--- config.mk ---
export PLATFORM = sky130hd
export DESIGN_NAME = i2c_master_bit_engine
export DESIGN_NICKNAME = d
export VERILOG_FILES = /design/src/rtl/i2cm_pkg.sv /design/src/rtl/i2cm_core.sv /design/src/rtl/i2c_master_bit_engine.sv
export SDC_FILE = /design/constraint.sdc
export NUM_CORES = 1
export LEC_CHECK = 0
export ABC_AREA = 1
export BUFFER_PORTS_ARGS = -buffer_cell sky130_fd_sc_hd__clkbuf_2
export CORE_MARGIN = 2
export CORE_UTILIZATION = 35
export DETAILED_ROUTE_END_ITERATION = 10
export PLACE_DENSITY = 0.52
export SLEW_MARGIN = 25
export SYNTH_ARGS = -nofsm -noshare
export SYNTH_HDL_FRONTEND = slang
export SYNTH_SLANG_ARGS = --single-unit
--- constraint.sdc ---
create_clock -name clk -period 5.3 [get_ports clk]
set_input_delay 1.06 -clock clk [delete_from_list [all_inputs] [get_ports clk]]
set_output_delay 1.06 -clock clk [all_outputs]
set_load 0.005 [all_outputs]
--- src/rtl/i2cm_pkg.sv ---
// i2cm_pkg: shared types and constants of the I2C master bit engine.
// Self-contained; used by scoped name in every rtl file.

package i2cm_pkg;

  localparam int PHASE_W     = 16;
  localparam int TIMEOUT_W   = 8;
  localparam int BYTE_W      = 8;
  localparam int BIT_IDX_W   = 4;
  localparam int IN_TDATA_W  = 16;
  localparam int OUT_TDATA_W = 16;
  localparam int CFG_DATA_W  = 16;

  localparam logic [PHASE_W-1:0]   PHASE_TICKS_RST = 16'd100;
  localparam logic [TIMEOUT_W-1:0] ACK_TIMEOUT_RST = 8'd250;
  localparam logic [BIT_IDX_W-1:0] BITS_PER_BYTE   = 4'd8;

  // Configuration register indexes
  localparam logic CFG_PHASE_TICKS = 1'b0;
  localparam logic CFG_ACK_TIMEOUT = 1'b1;

  typedef enum logic [2:0] {
    CMD_NONE     = 3'd0,
    CMD_START    = 3'd1,
    CMD_STOP     = 3'd2,
    CMD_WRITE    = 3'd3,
    CMD_READ     = 3'd4,
    CMD_WAIT_ACK = 3'd5
  } cmd_t;

  typedef enum logic [3:0] {
    ST_IDLE     = 4'd0,
    ST_START_A  = 4'd1,
    ST_START_B  = 4'd2,
    ST_STOP_A   = 4'd3,
    ST_STOP_B   = 4'd4,
    ST_WR_LOW   = 4'd5,
    ST_WR_HIGH  = 4'd6,
    ST_RD_LOW   = 4'd7,
    ST_RD_HIGH  = 4'd8,
    ST_ACK_LOW  = 4'd9,
    ST_ACK_HIGH = 4'd10,
    ST_WA_SETUP = 4'd11,
    ST_WA_HIGH  = 4'd12,
    ST_WA_POLL  = 4'd13
  } state_t;

  typedef struct packed {
    logic              sda_in;
    logic              send_ack;
    logic [BYTE_W-1:0] tx_byte;
    logic [2:0]        command;
  } item_t;

  typedef struct packed {
    logic              ack_failed;
    logic [BYTE_W-1:0] rx_byte;
    logic              done_res;
    logic              busy_res;
    logic              sda_drive;
    logic              sda_level;
    logic              scl_level;
  } result_t;

  typedef struct packed {
    logic [PHASE_W-1:0]   phase_ticks;
    logic [TIMEOUT_W-1:0] ack_timeout;
  } cfg_t;

endpackage

--- src/rtl/i2cm_core.sv ---
// i2cm_core: bus sequencer of the I2C master bit engine; one tick per step.
// Depends on i2cm_pkg.

module i2cm_core (
  input  logic               clk,
  input  logic               rst_n,
  input  logic               step,
  input  i2cm_pkg::item_t    item,
  input  i2cm_pkg::cfg_t     cfg,
  output i2cm_pkg::result_t  res
);

  i2cm_pkg::state_t                    state_r, state_nxt;
  logic [i2cm_pkg::PHASE_W-1:0]        pc_r, pc_nxt;
  logic [i2cm_pkg::BIT_IDX_W-1:0]      bit_r, bit_nxt;
  logic [i2cm_pkg::BYTE_W-1:0]         shift_r, shift_nxt;
  logic [i2cm_pkg::TIMEOUT_W-1:0]      wait_r, wait_nxt;
  logic                                scl_r, scl_nxt;
  logic                                sda_r, sda_nxt;
  logic                                drive_r, drive_nxt;
  logic                                ack_flag_r, ack_flag_nxt;
  logic                                ack_choice_r, ack_choice_nxt;
  logic [i2cm_pkg::BYTE_W-1:0]         rx_r, rx_nxt;
  logic                                done_c;

  logic [i2cm_pkg::PHASE_W-1:0]        limit;
  logic [i2cm_pkg::PHASE_W:0]          pc_inc;
  logic                                expire;
  logic [i2cm_pkg::BIT_IDX_W-1:0]      bit_inc;
  logic                                last_bit;
  logic                                timed_out;

  // A zero phase length behaves as one tick
  assign limit     = (cfg.phase_ticks == '0) ? {{(i2cm_pkg::PHASE_W-1){1'b0}}, 1'b1}
                                             : cfg.phase_ticks;
  assign pc_inc    = {1'b0, pc_r} + {{i2cm_pkg::PHASE_W{1'b0}}, 1'b1};
  assign expire    = pc_inc >= {1'b0, limit};
  assign bit_inc   = bit_r + {{(i2cm_pkg::BIT_IDX_W-1){1'b0}}, 1'b1};
  assign last_bit  = bit_inc >= i2cm_pkg::BITS_PER_BYTE;
  assign timed_out = wait_r >= cfg.ack_timeout;

  // Next state
  always_comb begin
    state_nxt = state_r;
    unique case (state_r)
      i2cm_pkg::ST_IDLE: begin
        case (item.command)
          i2cm_pkg::CMD_START:    state_nxt = i2cm_pkg::ST_START_A;
          i2cm_pkg::CMD_STOP:     state_nxt = i2cm_pkg::ST_STOP_A;
          i2cm_pkg::CMD_WRITE:    state_nxt = i2cm_pkg::ST_WR_LOW;
          i2cm_pkg::CMD_READ:     state_nxt = i2cm_pkg::ST_RD_LOW;
          i2cm_pkg::CMD_WAIT_ACK: state_nxt = i2cm_pkg::ST_WA_SETUP;
          default:                state_nxt = i2cm_pkg::ST_IDLE;
        endcase
      end
      i2cm_pkg::ST_WA_POLL: begin
        if (!item.sda_in) state_nxt = i2cm_pkg::ST_IDLE;
        else if (timed_out) state_nxt = i2cm_pkg::ST_STOP_A;
      end
      i2cm_pkg::ST_START_A:  if (expire) state_nxt = i2cm_pkg::ST_START_B;
      i2cm_pkg::ST_START_B:  if (expire) state_nxt = i2cm_pkg::ST_IDLE;
      i2cm_pkg::ST_STOP_A:   if (expire) state_nxt = i2cm_pkg::ST_STOP_B;
      i2cm_pkg::ST_STOP_B:   if (expire) state_nxt = i2cm_pkg::ST_IDLE;
      i2cm_pkg::ST_WR_LOW:   if (expire) state_nxt = i2cm_pkg::ST_WR_HIGH;
      i2cm_pkg::ST_WR_HIGH: begin
        if (expire) state_nxt = last_bit ? i2cm_pkg::ST_IDLE : i2cm_pkg::ST_WR_LOW;
      end
      i2cm_pkg::ST_RD_LOW:   if (expire) state_nxt = i2cm_pkg::ST_RD_HIGH;
      i2cm_pkg::ST_RD_HIGH: begin
        if (expire) state_nxt = last_bit ? i2cm_pkg::ST_ACK_LOW : i2cm_pkg::ST_RD_LOW;
      end
      i2cm_pkg::ST_ACK_LOW:  if (expire) state_nxt = i2cm_pkg::ST_ACK_HIGH;
      i2cm_pkg::ST_ACK_HIGH: if (expire) state_nxt = i2cm_pkg::ST_IDLE;
      i2cm_pkg::ST_WA_SETUP: if (expire) state_nxt = i2cm_pkg::ST_WA_HIGH;
      i2cm_pkg::ST_WA_HIGH:  if (expire) state_nxt = i2cm_pkg::ST_WA_POLL;
      default:               state_nxt = i2cm_pkg::ST_IDLE;
    endcase
  end

  // Bus levels, counters and shifter
  always_comb begin
    pc_nxt         = pc_r;
    bit_nxt        = bit_r;
    shift_nxt      = shift_r;
    wait_nxt       = wait_r;
    scl_nxt        = scl_r;
    sda_nxt        = sda_r;
    drive_nxt      = drive_r;
    ack_flag_nxt   = ack_flag_r;
    ack_choice_nxt = ack_choice_r;
    rx_nxt         = rx_r;
    done_c         = 1'b0;
    unique case (state_r)
      i2cm_pkg::ST_IDLE: begin
        pc_nxt = '0;
        case (item.command)
          i2cm_pkg::CMD_START: begin
            scl_nxt   = 1'b1;
            sda_nxt   = 1'b1;
            drive_nxt = 1'b1;
          end
          i2cm_pkg::CMD_STOP: begin
            scl_nxt   = 1'b0;
            sda_nxt   = 1'b0;
            drive_nxt = 1'b1;
          end
          i2cm_pkg::CMD_WRITE: begin
            scl_nxt   = 1'b0;
            drive_nxt = 1'b1;
            sda_nxt   = item.tx_byte[i2cm_pkg::BYTE_W-1];
            shift_nxt = {item.tx_byte[i2cm_pkg::BYTE_W-2:0], 1'b0};
            bit_nxt   = '0;
          end
          i2cm_pkg::CMD_READ: begin
            scl_nxt        = 1'b0;
            sda_nxt        = 1'b1;
            drive_nxt      = 1'b0;
            shift_nxt      = '0;
            bit_nxt        = '0;
            ack_choice_nxt = item.send_ack;
          end
          i2cm_pkg::CMD_WAIT_ACK: begin
            sda_nxt      = 1'b1;
            drive_nxt    = 1'b0;
            ack_flag_nxt = 1'b0;
            wait_nxt     = '0;
          end
          default: ;
        endcase
      end
      i2cm_pkg::ST_WA_POLL: begin
        if (!item.sda_in) begin
          scl_nxt = 1'b0;
          done_c  = 1'b1;
        end else if (timed_out) begin
          // Give up on the slave: flag it and release the bus with a stop
          ack_flag_nxt = 1'b1;
          pc_nxt       = '0;
          scl_nxt      = 1'b0;
          sda_nxt      = 1'b0;
          drive_nxt    = 1'b1;
        end else begin
          wait_nxt = wait_r + {{(i2cm_pkg::TIMEOUT_W-1){1'b0}}, 1'b1};
        end
      end
      default: begin
        pc_nxt = expire ? '0 : pc_inc[i2cm_pkg::PHASE_W-1:0];
        if (expire) begin
          case (state_r)
            i2cm_pkg::ST_START_A: sda_nxt = 1'b0;
            i2cm_pkg::ST_START_B: begin
              scl_nxt = 1'b0;
              done_c  = 1'b1;
            end
            i2cm_pkg::ST_STOP_A:  scl_nxt = 1'b1;
            i2cm_pkg::ST_STOP_B: begin
              sda_nxt = 1'b1;
              done_c  = 1'b1;
            end
            i2cm_pkg::ST_WR_LOW:  scl_nxt = 1'b1;
            i2cm_pkg::ST_WR_HIGH: begin
              scl_nxt = 1'b0;
              bit_nxt = bit_inc;
              if (last_bit) begin
                done_c = 1'b1;
              end else begin
                sda_nxt   = shift_r[i2cm_pkg::BYTE_W-1];
                shift_nxt = {shift_r[i2cm_pkg::BYTE_W-2:0], 1'b0};
              end
            end
            i2cm_pkg::ST_RD_LOW: begin
              scl_nxt   = 1'b1;
              shift_nxt = {shift_r[i2cm_pkg::BYTE_W-2:0], item.sda_in};
            end
            i2cm_pkg::ST_RD_HIGH: begin
              scl_nxt = 1'b0;
              bit_nxt = bit_inc;
              if (last_bit) begin
                rx_nxt    = shift_r;
                sda_nxt   = !ack_choice_r;
                drive_nxt = 1'b1;
              end
            end
            i2cm_pkg::ST_ACK_LOW:  scl_nxt = 1'b1;
            i2cm_pkg::ST_ACK_HIGH: begin
              scl_nxt = 1'b0;
              done_c  = 1'b1;
            end
            i2cm_pkg::ST_WA_SETUP: scl_nxt = 1'b1;
            default: ;
          endcase
        end
      end
    endcase
  end

  always_ff @(posedge clk) begin
    if (!rst_n) begin
      state_r      <= i2cm_pkg::ST_IDLE;
      pc_r         <= '0;
      bit_r        <= '0;
      shift_r      <= '0;
      wait_r       <= '0;
      scl_r        <= 1'b1;
      sda_r        <= 1'b1;
      drive_r      <= 1'b1;
      ack_flag_r   <= 1'b0;
      ack_choice_r <= 1'b0;
      rx_r         <= '0;
    end else if (step) begin
      state_r      <= state_nxt;
      pc_r         <= pc_nxt;
      bit_r        <= bit_nxt;
      shift_r      <= shift_nxt;
      wait_r       <= wait_nxt;
      scl_r        <= scl_nxt;
      sda_r        <= sda_nxt;
      drive_r      <= drive_nxt;
      ack_flag_r   <= ack_flag_nxt;
      ack_choice_r <= ack_choice_nxt;
      rx_r         <= rx_nxt;
    end
  end

  always_comb begin
    res.scl_level  = scl_nxt;
    res.sda_level  = sda_nxt;
    res.sda_drive  = drive_nxt;
    res.busy_res   = state_nxt != i2cm_pkg::ST_IDLE;
    res.done_res   = done_c;
    res.rx_byte    = rx_nxt;
    res.ack_failed = ack_flag_nxt;
  end

endmodule

--- src/rtl/i2c_master_bit_engine.sv ---
// i2c_master_bit_engine: top level of the I2C master bit engine.
// Depends on i2cm_pkg and i2cm_core.
//
//  channel  | ports                       | beat
//  ---------+-----------------------------+----------------------------------------
//  in       | in_tvalid/in_tready/in_tdata| one tick: command, tx byte, ack, SDA
//  out      | out_tvalid/out_tready/...   | bus levels and status after that tick
//  cfg      | cfg_we/cfg_index/cfg_data   | register write, no read-back
//
// Every input beat yields exactly one output beat: the input register holds the
// tick, then the output register holds its result. The sequencer state updates
// on each advance, so a beat can be taken every cycle while the output side is
// not stalled; the input register and the output register are the two stages.
// A stalled output holds its beat and backs up into the input register, then
// in_tready drops. Reset (synchronous, rst_n low) releases the bus (SCL and SDA
// high), empties both stages and loads the register defaults.

module i2c_master_bit_engine (
  input  logic                                clk,
  input  logic                                rst_n,
  // {sda_in[12], send_ack[11], tx_byte[10:3], command[2:0]}, upper bits zero
  input  logic [i2cm_pkg::IN_TDATA_W-1:0]     in_tdata,
  input  logic                                in_tvalid,
  output logic                                in_tready,
  // {ack_failed[13], rx_byte[12:5], done_res[4], busy_res[3], sda_drive[2],
  //  sda_level[1], scl_level[0]}, upper bits zero
  output logic [i2cm_pkg::OUT_TDATA_W-1:0]    out_tdata,
  output logic                                out_tvalid,
  input  logic                                out_tready,
  input  logic                                cfg_we,
  input  logic                                cfg_index,
  input  logic [i2cm_pkg::CFG_DATA_W-1:0]     cfg_data
);

  localparam int ItemW = $bits(i2cm_pkg::item_t);
  localparam int ResW  = $bits(i2cm_pkg::result_t);

  logic                 in_v_r;
  i2cm_pkg::item_t      item_r;
  logic                 out_v_r;
  i2cm_pkg::result_t    res_r;
  i2cm_pkg::result_t    res_c;
  i2cm_pkg::cfg_t       cfg_r;
  logic                 adv;

  // Advance the held tick into the sequencer when the output slot frees up
  assign adv       = in_v_r && (!out_v_r || out_tready);
  assign in_tready = !in_v_r || adv;

  always_ff @(posedge clk) begin
    if (!rst_n) begin
      in_v_r <= 1'b0;
    end else if (in_tready) begin
      in_v_r <= in_tvalid;
    end
  end

  always_ff @(posedge clk) begin
    if (in_tready && in_tvalid) begin
      item_r <= i2cm_pkg::item_t'(in_tdata[ItemW-1:0]);
    end
  end

  always_ff @(posedge clk) begin
    if (!rst_n) begin
      out_v_r <= 1'b0;
    end else if (adv) begin
      out_v_r <= 1'b1;
    end else if (out_tready) begin
      out_v_r <= 1'b0;
    end
  end

  always_ff @(posedge clk) begin
    if (adv) begin
      res_r <= res_c;
    end
  end

  // Configuration registers
  always_ff @(posedge clk) begin
    if (!rst_n) begin
      cfg_r.phase_ticks <= i2cm_pkg::PHASE_TICKS_RST;
      cfg_r.ack_timeout <= i2cm_pkg::ACK_TIMEOUT_RST;
    end else if (cfg_we) begin
      unique case (cfg_index)
        i2cm_pkg::CFG_PHASE_TICKS: cfg_r.phase_ticks <= cfg_data;
        i2cm_pkg::CFG_ACK_TIMEOUT:
          cfg_r.ack_timeout <= cfg_data[i2cm_pkg::TIMEOUT_W-1:0];
        default: ;
      endcase
    end
  end

  i2cm_core u_core (
    .clk   (clk),
    .rst_n (rst_n),
    .step  (adv),
    .item  (item_r),
    .cfg   (cfg_r),
    .res   (res_c)
  );

  assign out_tvalid = out_v_r;
  assign out_tdata  = {{(i2cm_pkg::OUT_TDATA_W-ResW){1'b0}}, res_r};

endmodule

==> key figures <==
Setup path
  • Crit path top cell by count: nand2_1
  • R2R Setup Slk: 1.36 ns
  • Critical path endpoint category: register
  • Crit Reg-Reg Startpoint: u_core.pc_r[0]
  • Startpoint Class: register
  • Depth of the most critical reg-to-reg path: 18
  • Crit-path slowest cell: nor3_4
  • Worst r2r dst: u_core.pc_r[2]
  • CP delay by family, top: simple AND/OR/NAND/NOR gates
  • Bufs and invs on worst path: 0
  • Critical setup path kind: reg -> reg
  • Critical Path RT: 5.58 ns
  • Worst path cell trace: ha_1 > nand2_1 > nor2_2 > nand2_1 > nor2_1 > nand4_1 > nor3_1 > xor2_1 > ha_1 > nand2_1 > nor2_1 > a21oi_1 > nand2_1 > nor2_4 > nand2_4 > nor3_4 > nand2_1 > a21oi_1
  • CP max stage delay: 0.65 ns
  • CP max FO: 16
  • Arrival @ worst endpoint: 4.22 ns

CTS
  • Post-CTS Setup Inserts: 0
  • CTS resizes: 0
  • Root Buffer: clkbuf_16
  • Clk pin slew, worst setup/hold paths: 0.08 ns
  • CTS Sinks: 106
  • CTS tree: yes
  • Worst skew pair latency: 0.36 ns
  • Maximum clock path buffer count: 2
  • CTS Buf Count: 9
  • H-tree lvl count: 3
  • Count of hold buffers inserted by post-cts repair: 0

GRT
  • Largest net degree at the start of global routing: 32
  • Global-route wire length before repair: 23.1 mm
  • Initial antenna violation count: 0
  • GRT overflow: 0
  • Vias in the first global route: 4751
  • GRT Overall Usage: 16.3%

Detailed routing
  • DR vias/cell: 4.81
  • Final WL: 13.5 mm
  • Drt initial violations: 239
  • DR vias: 4865
  • # DRC: 0
  • Routed len/inst: 13.3 um
  • Routed Antenna Nets: 0
  • 1st-pass router iterations: 4

Floorplanning
  • Chip width: 131 um
  • Area of the die: 0.0173 sq mm
  • Ports: 56
  • Row cnt: 46
  • Initial core utilization: 35.7%
  • CORE AREA: 0.0159 sq mm
  • DIE HEIGHT: 131 um

Finish
  • Final nets: 857
  • Antenna diode count: 0
  • Area grow syn2layout: 13.0%
  • Share of layout cells above drive strength 1: 13.6%
  • Finished Cell Area: 0.00641 sq mm

Placed design
  • Port bufs: 50
  • Routability cong.: 0.848
  • Dpl hpwl: 10.1 mm
  • Cell Area, Placed: 0.00611 sq mm

Timing
  • Min Tclk post-route: 3.94 ns
  • Fmax: 254 MHz
  • Final hold vios: 0
  • Worst-Margin Slew: 0.812 ns
  • Setup_tns: 0 ns
  • Worst Clk Skew: 0.0127 ns
  • Setup-failing EPs final: 0
  • Final Cycle Share: 74.3%
  • RSZ-0062 raised after global routing: false
  • Fin. max-slew vios: 0
  • Slew Limit Headroom: 45.7%

Synth
  • Mapped cell area: 0.00568 sq mm
  • Cell count after synthesis: 747
  • Synth Warn #: 0
  • Synth unique cells: 47
  • Leading register cell type out of synthesis: dfxtp_1
  • Async S/R FF share, synth: 0%
  • Post-synth EDFFs: 27
  • Syn Area/Cell: 7.60 sq um
  • Synthesized flop and latch total: 106
  • Sequential-to-total area share from yosys stat: 42.2%

Status
  • Status: completed

Hold path
  • Hold path cells: 2
  • Hold Startpoint: u_core.shift_r[5]
  • Worst hold endpoint: u_core.shift_r[5]
  • Hold Path Class: reg -> reg

Job
  • Max cap viols: 0

Power and ir drop
  • Leak pwr: 0.00286 uW
  • Peak supply drop: 0.163 mV
  • Cell Pwr Density: 281 mW/mm^2
  • Pwr Total: 1800 uW
## flip-flops by register name, summed over array words and instances (netlist names)
signal               count
cfg_r                   24
in_v_r                   1
item_r                  13
out_tdata               14
out_tvalid               1
u_core.ack_choice_r      1
u_core.ack_flag_r        1
u_core.bit_r             4
u_core.drive_r           1
u_core.pc_r             16
u_core.rx_r              8
u_core.scl_r             1
u_core.sda_r             1
u_core.shift_r           8
u_core.state_r           4
u_core.wait_r            8
## worst register-to-register path: stages, from the launching register on
cell and delay (ns):
dfxtp_1 0.41, ha_1 0.20, nand2_1 0.08, nor2_2 0.14
nand2_1 0.12, nor2_1 0.23, nand4_1 0.16, nor3_1 0.21
xor2_1 0.22, ha_1 0.27, nand2_1 0.10, nor2_1 0.06
a21oi_1 0.14, nand2_1 0.10, nor2_4 0.26, nand2_4 0.17
nor3_4 0.66, nand2_1 0.14, a21oi_1 0.20
## kinds of logic (layout without fill, tap and decap cells)
| kind of cell | after synthesis | in the layout | synth area share (%) |
|---|---|---|---|
| buffers and inverters | 124 | 171 | 8.66 |
| DFF | 106 | 106 | 42.2 |
| adders and majority gates | 29 | 29 | 6.39 |
| other | 1 | 2 | 0.0661 |
| xor gates and xnor gates | 15 | 15 | 2.31 |
| AOI/OAI and AO/OA | 149 | 149 | 15.3 |
| and+or+nand+nor | 323 | 323 | 25.1 |
## metrics by stage
step | setup WS (ns) | cells | hold WS [ns] | utilization, %
after floorplan | 2.17 | 748 | 0.435 | -
after global placement | 1.45 | 995 | 0.450 | 38.5
after detailed placement | 1.36 | 995 | 0.452 | 38.5
after CTS | 1.35 | 1011 | 0.465 | 40.4
after global routing | 0.948 | 1011 | 0.476 | 40.4
final | 1.36 | 1011 | 0.465 | 40.4
## cells in the final DEF (no fill, tap or decap), types with 2 or more instances in the layout
cell / instances
dfxtp_1: 79
clkbuf_2: 50
nor2_1: 70
xnor2_1: 2
o211ai_1: 10
edfxtp_1: 27
nor2_4: 3
buf_4: 3
inv_1: 98
nand2_2: 13
nand2_1: 162
o21ai_0: 51
o21a_1: 3
a21oi_1: 57
clkinv_8: 2
a21oi_2: 12
nand2_4: 2
clkbuf_16: 9
nor3b_1: 3
inv_2: 2
nor2_2: 3
o21ai_1: 2
xor2_1: 13
nor4_1: 4
clkinv_1: 2
nand3_1: 35
nor3_1: 11
nand4_1: 14
ha_1: 29
conb_1: 2
## metal layers
metal	up-vias	part of all wire, %	GRT usage (%)
li1	2550	-	-
met1	2211	50	22.0
met2	91	45	25.8
met3	13	3.8	3.90
met4	0	1.1	4.83
met5	-	0	0
## Yosys cell counts, types with 2 or more instances
cell	number	area share, %
inv_2	2	0.13
ha_1	29	6.4
o21ai_1	2	0.18
nand2_1	162	11
a21oi_1	57	5.0
o211ai_1	10	1.3
nand4_1	14	1.5
xor2_1	13	2.0
dfxtp_1	79	28
a21oi_2	12	1.9
nor3_1	11	0.97
xnor2_1	2	0.31
inv_1	98	6.5
nor2_4	3	0.60
edfxtp_1	27	14
clkbuf_1	15	0.99
nand3_1	35	3.1
nor2_2	3	0.33
buf_2	3	0.26
o21a_1	3	0.40
clkinv_1	2	0.13
nand2_4	2	0.40
nand2_2	13	1.4
buf_4	2	0.26
o21ai_0	51	4.5
nor2_1	70	4.6
nor4_1	4	0.44
nor3b_1	3	0.40
buf_6	2	0.40
## power by group
group          switching [uW]  internal (uW)
sequential               22.2            870
combinational             158           76.5
clock                     340            332
total                     520           1280
## worst max-delay path by stage
stage | start | to | slack (ns) | cells past startpoint
floorplan | u_core.pc_r[0] | u_core.pc_r[11] | 2.17 | 20
global placement | u_core.pc_r[0] | u_core.pc_r[0] | 1.45 | 18
detailed placement | u_core.pc_r[0] | u_core.pc_r[2] | 1.36 | 18
CTS | u_core.pc_r[0] | u_core.pc_r[2] | 1.35 | 18
global route | u_core.pc_r[0] | u_core.pc_r[3] | 0.95 | 20
finish | u_core.pc_r[0] | u_core.pc_r[2] | 1.36 | 18
## area by class of cell
| class | instances | area (sq um) |
|---|---|---|
| inverter | 102 | 383 |
| fill | 1692 | 9470 |
| multi-input combinational | 518 | 2800 |
| timing repair buffer | 53 | 273 |
| tap | 216 | 270 |
| clock buffer | 9 | 225 |
| sequential | 106 | 2390 |
| clock inverter | 7 | 73.8 |
(Power assumes the default switching activity.)
